==> src/hdl/ppl_pkg.sv <==
// Package for the positional point list: codes, widths and the command word
// that the list cells share. No dependencies.

package ppl_pkg;

  localparam int unsigned CAPACITY  = 16;
  localparam int unsigned WORD_BITS = 32;
  localparam int unsigned IDX_BITS  = $clog2(CAPACITY);
  localparam int unsigned POS_BITS  = 5;
  localparam int unsigned CNT_BITS  = 5;
  localparam int unsigned TDATA_BITS = 72;

  typedef enum logic [1:0] {
    OP_INSERT = 2'd0,
    OP_REMOVE = 2'd1,
    OP_READ   = 2'd2
  } op_e;

  typedef enum logic [1:0] {
    ST_OK      = 2'd0,
    ST_BAD_POS = 2'd1,
    ST_EMPTY   = 2'd2,
    ST_FULL    = 2'd3
  } status_e;

  typedef struct packed {
    logic [WORD_BITS-1:0] x;
    logic [WORD_BITS-1:0] y;
  } point_t;

  // Broadcast to every cell: a committed insert or remove and where it lands.
  typedef struct packed {
    logic                ins;
    logic                rem;
    logic [POS_BITS-1:0] pos;
    point_t              pt;
  } cmd_t;

endpackage

==> src/hdl/positional_point_list_core.sv <==
// Top level of the positional point list: command decode, the row of cells,
// read selection and the result register. Depends on ppl_pkg and ppl_cell.

// Usage:
// The slave stream carries one command word per handshake: tuser is the
// operation (insert, remove, read), tdata the position and the x and y words.
// The master stream returns one result word per command: tuser is the status
// (ok, invalid position, empty, full), tdata the length after the command and
// the point for a successful read (zero otherwise).
// The result shows in the cycle after acceptance. Without stalls, throughput
// is one command per cycle: every cell shifts or holds in parallel, and the
// length register updates in the same cycle. The result register frees as it
// is taken, so s_axis_tready follows m_axis_tready whenever a result waits.
// When the receiver stalls, the result holds and no new command is taken.
// Reset empties the list and drops any pending result; stored points are left
// as they are and only entries below the length are ever read.

module positional_point_list_core (
  input  logic        clk_i,
  input  logic        rst_ni,
  input  logic        s_axis_tvalid,
  output logic        s_axis_tready,
  // tdata, low bit up: position[4:0], x_word[36:5], y_word[68:37], zero fill.
  input  logic [ppl_pkg::TDATA_BITS-1:0] s_axis_tdata,
  // tuser: operation[1:0].
  input  logic [1:0]  s_axis_tuser,
  output logic        m_axis_tvalid,
  input  logic        m_axis_tready,
  // tdata, low bit up: count[4:0], x_read[36:5], y_read[68:37], zero fill.
  output logic [ppl_pkg::TDATA_BITS-1:0] m_axis_tdata,
  // tuser: status[1:0].
  output logic [1:0]  m_axis_tuser
);

  localparam int unsigned CAP = ppl_pkg::CAPACITY;
  localparam int unsigned WB  = ppl_pkg::WORD_BITS;

  logic                          accept;
  logic [ppl_pkg::POS_BITS-1:0]  pos;
  ppl_pkg::point_t               in_pt;
  ppl_pkg::cmd_t                 cmd;
  ppl_pkg::point_t               ent [CAP];
  ppl_pkg::point_t               rd_pt;
  ppl_pkg::status_e              status;

  logic [ppl_pkg::CNT_BITS-1:0]  count_q, count_d;
  logic                          out_valid_q;
  ppl_pkg::status_e              out_status_q;
  logic [ppl_pkg::CNT_BITS-1:0]  out_count_q;
  ppl_pkg::point_t               out_pt_q;

  assign s_axis_tready = !out_valid_q || m_axis_tready;
  assign accept        = s_axis_tvalid && s_axis_tready;

  assign pos     = s_axis_tdata[ppl_pkg::POS_BITS-1:0];
  assign in_pt.x = s_axis_tdata[ppl_pkg::POS_BITS +: WB];
  assign in_pt.y = s_axis_tdata[ppl_pkg::POS_BITS + WB +: WB];

  assign rd_pt = ent[pos[ppl_pkg::IDX_BITS-1:0]];

  always_comb begin
    status  = ppl_pkg::ST_BAD_POS;
    count_d = count_q;
    cmd.ins = 1'b0;
    cmd.rem = 1'b0;
    cmd.pos = pos;
    cmd.pt  = in_pt;
    case (s_axis_tuser)
      ppl_pkg::OP_INSERT: begin
        if (count_q == ppl_pkg::CNT_BITS'(CAP)) begin
          status = ppl_pkg::ST_FULL;
        end else if (pos <= count_q) begin
          status  = ppl_pkg::ST_OK;
          cmd.ins = accept;
          count_d = count_q + 1'b1;
        end
      end
      ppl_pkg::OP_REMOVE, ppl_pkg::OP_READ: begin
        if (count_q == '0) begin
          status = ppl_pkg::ST_EMPTY;
        end else if (pos < count_q) begin
          status = ppl_pkg::ST_OK;
          if (s_axis_tuser == ppl_pkg::OP_REMOVE) begin
            cmd.rem = accept;
            count_d = count_q - 1'b1;
          end
        end
      end
      default: status = ppl_pkg::ST_BAD_POS;
    endcase
  end

  for (genvar i = 0; i < CAP; i++) begin : g_cell
    ppl_pkg::point_t left, right;
    if (i == 0) begin : g_head
      assign left = in_pt;
    end else begin : g_left
      assign left = ent[i-1];
    end
    if (i == CAP - 1) begin : g_tail
      assign right = ent[i];
    end else begin : g_right
      assign right = ent[i+1];
    end
    ppl_cell u_cell (
      .clk_i      (clk_i),
      .cmd_i      (cmd),
      .cell_idx_i (ppl_pkg::IDX_BITS'(i)),
      .left_i     (left),
      .right_i    (right),
      .ent_o      (ent[i])
    );
  end

  always_ff @(posedge clk_i or negedge rst_ni) begin
    if (!rst_ni) begin
      count_q     <= '0;
      out_valid_q <= 1'b0;
    end else begin
      if (accept) begin
        count_q     <= count_d;
        out_valid_q <= 1'b1;
      end else if (m_axis_tready) begin
        out_valid_q <= 1'b0;
      end
    end
  end

  always_ff @(posedge clk_i) begin
    if (accept) begin
      out_status_q <= status;
      out_count_q  <= count_d;
      if (s_axis_tuser == ppl_pkg::OP_READ && status == ppl_pkg::ST_OK) begin
        out_pt_q <= rd_pt;
      end else begin
        out_pt_q <= '0;
      end
    end
  end

  assign m_axis_tvalid = out_valid_q;
  assign m_axis_tuser  = out_status_q;
  assign m_axis_tdata  = {
    (ppl_pkg::TDATA_BITS - ppl_pkg::CNT_BITS - 2 * WB)'(0),
    out_pt_q.y, out_pt_q.x, out_count_q
  };

endmodule

==> src/hdl/ppl_cell.sv <==
// One list cell: holds a single point and shifts it to or from its neighbors.
// Depends on ppl_pkg.

module ppl_cell (
  input  logic                         clk_i,
  input  ppl_pkg::cmd_t                cmd_i,
  input  logic [ppl_pkg::IDX_BITS-1:0] cell_idx_i,
  input  ppl_pkg::point_t              left_i,
  input  ppl_pkg::point_t              right_i,
  output ppl_pkg::point_t              ent_o
);

  ppl_pkg::point_t ent_q, ent_d;
  logic [ppl_pkg::POS_BITS-1:0] idx;

  assign idx = ppl_pkg::POS_BITS'(cell_idx_i);

  always_comb begin
    ent_d = ent_q;
    if (cmd_i.ins) begin
      if (idx == cmd_i.pos) begin
        ent_d = cmd_i.pt;
      end else if (idx > cmd_i.pos) begin
        ent_d = left_i;
      end
    end else if (cmd_i.rem && (idx >= cmd_i.pos)) begin
      // Entries past the length may take junk from the right; they are never read.
      ent_d = right_i;
    end
  end

  always_ff @(posedge clk_i) begin
    ent_q <= ent_d;
  end

  assign ent_o = ent_q;

endmodule

==> config.mk <==
export PLATFORM = sky130hd
export DESIGN_NAME = positional_point_list_core
export DESIGN_NICKNAME = d
export VERILOG_FILES = /design/src/hdl/ppl_pkg.sv /design/src/hdl/positional_point_list_core.sv /design/src/hdl/ppl_cell.sv
export SDC_FILE = /design/constraint.sdc
export NUM_CORES = 2
export LEC_CHECK = 0
export BUFFER_PORTS_ARGS = -buffer_cell sky130_fd_sc_hd__buf_4
export CAP_MARGIN = 40
export CORE_ASPECT_RATIO = 1.4
export CORE_MARGIN = 4
export CORE_UTILIZATION = 30
export CTS_BUF_LIST = sky130_fd_sc_hd__clkbuf_4 sky130_fd_sc_hd__clkbuf_8 sky130_fd_sc_hd__clkbuf_16
export DETAILED_ROUTE_END_ITERATION = 6
export PLACE_DENSITY_LB_ADDON = 0.15
export SLEW_MARGIN = 20
export SYNTH_ARGS = -nofsm -noshare
export SYNTH_HDL_FRONTEND = slang
export SYNTH_HIERARCHICAL = 1
export SYNTH_SLANG_ARGS = --single-unit
==> constraint.sdc <==
create_clock -name clk_i -period 8.9 [get_ports clk_i]
set_input_delay 1.78 -clock clk_i [delete_from_list [all_inputs] [get_ports clk_i]]
set_output_delay 1.78 -clock clk_i [all_outputs]
set_load 0.01 [all_outputs]
### After elaboration in Yosys (flattened, before gate mapping)

Index checks and enable logic that the tools add are counted.

* bits in writable memories: 0
* logic and storage cells: 250
* memories kept: 0
* ROM bits: 0
* bits in latches: 0
* register bits after elaboration: 1101
* input bits: 78

* bitwise operators: 1
* divide/modulo/power cells: 0
* shifts and indexed selects: 0
* order comparisons: 34
* multiply operators: 0
* equal/unequal tests: 33
* multiplexer cells: 85
* reductions and logical operators: 57
* add/subtract/negate cells: 2

Operators with widths (count)
* $mux 64: 64
* $bmux 64 s4: 1
* $ne 3x1->1 const B: 15
* $eq 4x5->1 const A: 8
* $gt 4x5->1 const A: 8
* $ge 4x5->1 const A: 7
* $reduce_bool 2->1: 17
* $reduce_and 2->1: 16
* $mux 5: 5
* $eq 3x5->1 const A: 4
* $ge 3x5->1 const A: 4
* $gt 3x5->1 const A: 4
* $logic_and 1x1->1: 17
* $mux 1: 11
* $eq 2x5->1 const A: 2
* $ge 1x5->1 const A: 2
* $ge 2x5->1 const A: 2
* $gt 1x5->1 const A: 2
* $gt 2x5->1 const A: 2
* $logic_not 5->1: 2
* $pmux 5 s2: 1
* $add 5x1->5 const B: 1
* $eq 1x5->1 const A: 1
* $eq 5x5->1 const B: 1
* other kinds (13): 15

### Depth between registers and ports, before layout

* word-level depth: 10
* gate-level depth with buffers: 13
* depth with buffers taken out: 9

### Cells and area by module

The synthesis kept the hierarchy.

By module, submodules not included
* ppl_cell: times used 16, area each 3567.2 um2, cells each 380
* positional_point_list_core: times used 1, area each 11180.7 um2, cells each 646

### Worst setup path before layout

No wires, ideal clock.

* path type: input-to-reg
* from: input port m_axis_tready
* to: register g_cell[0].u_cell.ent_q, in the netlist g_cell[0].u_cell/ent_o[0], enable pin
* buffers on the path: 0
* path slack: 370 ps
* arrival: 8022 ps
* stages: 7
* path through: nand2b_1 nand2_1 inv_1 and3_1 nor2_1 or3_1 o22ai_1

RTL lines
* start: declaration: RTL line positional_point_list_core.sv:28 `input logic m_axis_tready,`
* end signal: assignment: RTL line ppl_cell.sv:33 `ent_q <= ent_d;`
* end: declaration: RTL line ppl_cell.sv:13 `ppl_pkg::point_t ent_q, ent_d;`

==> flow_metrics.tcl <==
set metrics [dict create \
    ant_nets 0 \
    grt_pass1_vias 59400 \
    highest_layer "met5" \
    vias 61100 \
    drt_first_pass_iters 7 \
    cellLeakagePower_nw 23.4 \
    cts.clk_slew.worst_paths_ns 0.05 \
    maxCapViolCount 0 \
    worstPathArrival_ns 5.84 \
    p_switching_mw 4.31 \
    io_buffers 147 \
    synth-xor-area-share_pct 0.0257 \
    worstMarginPinSlew_ns 1.17 \
    rsz0062_at_grt "no" \
    dr_wl_met3_um 26800 \
    cts-hold-fix-buffers 0 \
    hold_class "reg2reg" \
    cts-root-buf "clkbuf_16" \
    placed_area_mm2 0.0718 \
    finalCritPeriodShare_pct 59.9 \
    netSwitchingFraction_pct 31.1 \
    fin_skew_ns 0.0546 \
    wl_met1_um 115000 \
    drc 10 \
    drt_wl_total_um 314000 \
    fillerInstances 22900 \
    initialDrtViolationCount 9074 \
    violations "DRC" \
    clock_latency_ns 0.83 \
    muxShareOfSynthArea_pct 10.6 \
    route.met2.wl_um 155000 \
    setup_violations 0 \
    synth-simple-area-share_pct 15.3 \
    syn_area_mm2 0.0683 \
    pwr-share-clk_pct 40.1 \
    clock.fmax_ghz 0.187 \
    cts_buffer_depth 4 \
    overflow 0 \
    synth_compound_area_share_pct 17.8 \
    avgSynthCellArea_um2 10.1 \
    post-route-util_pct 33.7 \
    fp.dieH_um 572 \
    ys.flop_type "edfxtp_1" \
    place_congestion 0.849 \
    h-tree-depth 4 \
    final_cell_area_mm2 0.0761 \
    timing.setup.tns_ns 0 \
    antenna_found_initial 29 \
    status "finished, violations left" \
    power_frac_comb_pct 17.4 \
    wire_per_inst_um 32.5 \
    grt_usage_pct 25.6 \
    fin_crit_ns 5.33 \
    nets 6685 \
    critPathCaptureType "flip-flop" \
    seqPwrFrac_pct 42.5 \
    peakVddDrop_mv 0.142 \
    layout-drive-gt1-share_pct 14.2 \
    grt_pass1_wl_um 444000 \
    io_pins 154 \
    initial_core_util_pct 30.2 \
    grt_max_degree 252 \
    final_common_cell "edfxtp_1" \
    relSlewSlack_pct 21.8 \
    cts_buffers 138 \
    yosysWarnings 6 \
    ys_types 54 \
    ctsResizeCount 0 \
    postCtsSetupBuffers 0 \
    hpwl_um 186000 \
    synth_edf_count 1095 \
    synth_top_family_by_area "compound AO/OA/AOI/OAI gates" \
    dieArea_mm2 0.235 \
    worstPathRequired_ns 9.40 \
    synth_adder_area_share_pct 1.37 \
    via_per_inst 6.33 \
    maxSlewViolCount 0 \
    area_growth_pct 11.4 \
    die_width_um 411 \
    syn_inst 6726 \
    clock_sinks 1101 \
    rows 206 \
    synth-async-reset-ratio_pct 0.545 \
    synth_seq_cells 1101 \
    critPathLaunchType "primary input" \
    critPathMaxFanout 229 \
    p_int_mw 9.55 \
    core_mm2 0.226 \
    p_per_area_mw_per_mm2 182 \
    final_cell_mix "edfxtp_1 (1,095), nor2_1 (1,044), o21ai_0 (1,042), nand3_1 (1,028), a31oi_1 (1,025)" \
    hold_viol_final 0 \
    path_class "in2reg" \
    hold_slack_ns 0.589 \
    yosysSeqAreaShare_pct 48.4 \
    cts_tree "done" \
]
-- layout make-up --
type	instances	area (um2)	share of cell area [%]
sequential	1101	33000	43.4
antenna	12	30.0	0.0395
clock inverter	63	418	0.549
timing repair buffer	327	3150	4.14
inverter	75	284	0.373
clock buffer	173	3770	4.95
multi-input combinational	4889	31600	41.6
tap	3016	3770	4.96
-- power groups by stage --
stage                     Sequential [mW]  Clock (mW)  Combinational, mW
after global routing                 5.91        5.85               2.49
final                                5.90        5.55               2.41
after floorplan                      6.00           0               1.30
after global placement               6.01           0               2.28
after detailed placement             6.01           0               2.35
after CTS                            5.90        5.67               2.35
-- final timing paths --
kind,endpoint,slack [ns],start,depth (start not counted)
max in group asynchronous,count_q[3]$_DFFE_PN0P_,7.98,rst_ni,1
min in group asynchronous,count_q[4]$_DFFE_PN0P_,0.78,rst_ni,1
worst min register to register,m_axis_tvalid$_DFFE_PN0P_,0.59,m_axis_tvalid$_DFFE_PN0P_,2
worst min-delay path,m_axis_tvalid$_DFFE_PN0P_,0.59,m_axis_tvalid$_DFFE_PN0P_,2
worst max-delay path,g_cell[12].u_cell/ent_o[46]$_DFFE_PP_,3.57,s_axis_tdata[2],10
worst max register to register,g_cell[12].u_cell/ent_o[46]$_DFFE_PP_,4.29,count_q[2]$_DFFE_PN0P_,10
-- layer usage --
layer,global-route usage [%],up-vias
li1,-,25600
met1,30.6,30800
met2,44.2,3889
met3,4.65,890
met4,12.8,10
met5,0.103,-
-- sequential cells by signal, indices dropped and copies added (netlist names) --
name and cells:
count_q 5, m_axis_tdata 64, out_count_q 5, m_axis_tvalid 1, m_axis_tuser 2, g_cell.u_cell/ent_o 1024
-- kinds of logic (layout without fill, tap and decap cells) --
group | count (synthesis) | after routing
AND/OR/NAND/NOR | 2290 | 2290
AO/OA/AOI/OAI | 2135 | 2135
flip-flops | 1101 | 1101
buffers and inverters | 801 | 638
multiplexers | 320 | 320
adder cells (fa/ha/maj) | 75 | 75
other | 2 | 79
XOR/XNOR | 2 | 2
-- Yosys cell counts, types with 4 or more instances --
library cell	instances	area, um2
edfxtp_1	1095	32900
nor2_1	1044	3920
o21ai_0	1042	5220
nand3_1	1028	5140
a31oi_1	1025	6410
clkbuf_1	349	1310
mux4_2	318	7160
buf_6	122	1370
clkbuf_2	96	480
nor2b_1	96	601
buf_4	83	623
ha_1	75	938
inv_1	75	282
buf_2	64	320
nand2_1	22	82.6
a21oi_1	19	95.1
nor3_1	19	95.1
o22ai_1	18	113
and2_1	16	100
and3b_1	16	140
nand3b_2	16	180
or3_1	16	100
buf_1	11	41.3
dfrtp_1	6	150
nand2b_1	6	37.5
o211ai_1	4	30.0
-- metrics by stage --
step	total power, mW	setup WS (ns)	instances
finish	13.9	3.57	9656
global placement	8.28	2.07	9377
CTS	13.9	2.93	9639
detailed placement	8.35	2.09	9403
floorplan	7.30	0.370	6791
global route	14.2	3.39	9651
-- critical path, cell delays in order --
cell and delay, ns:
clkbuf_8 0.40, ha_1 0.34, o211ai_1 0.18, a21oi_1 0.12, o21ai_1 0.21, and3_4 0.60, buf_12 0.32, buf_12 0.65
buf_12 0.58, a31oi_1 0.18
Power figures use the tool's default switching activity.
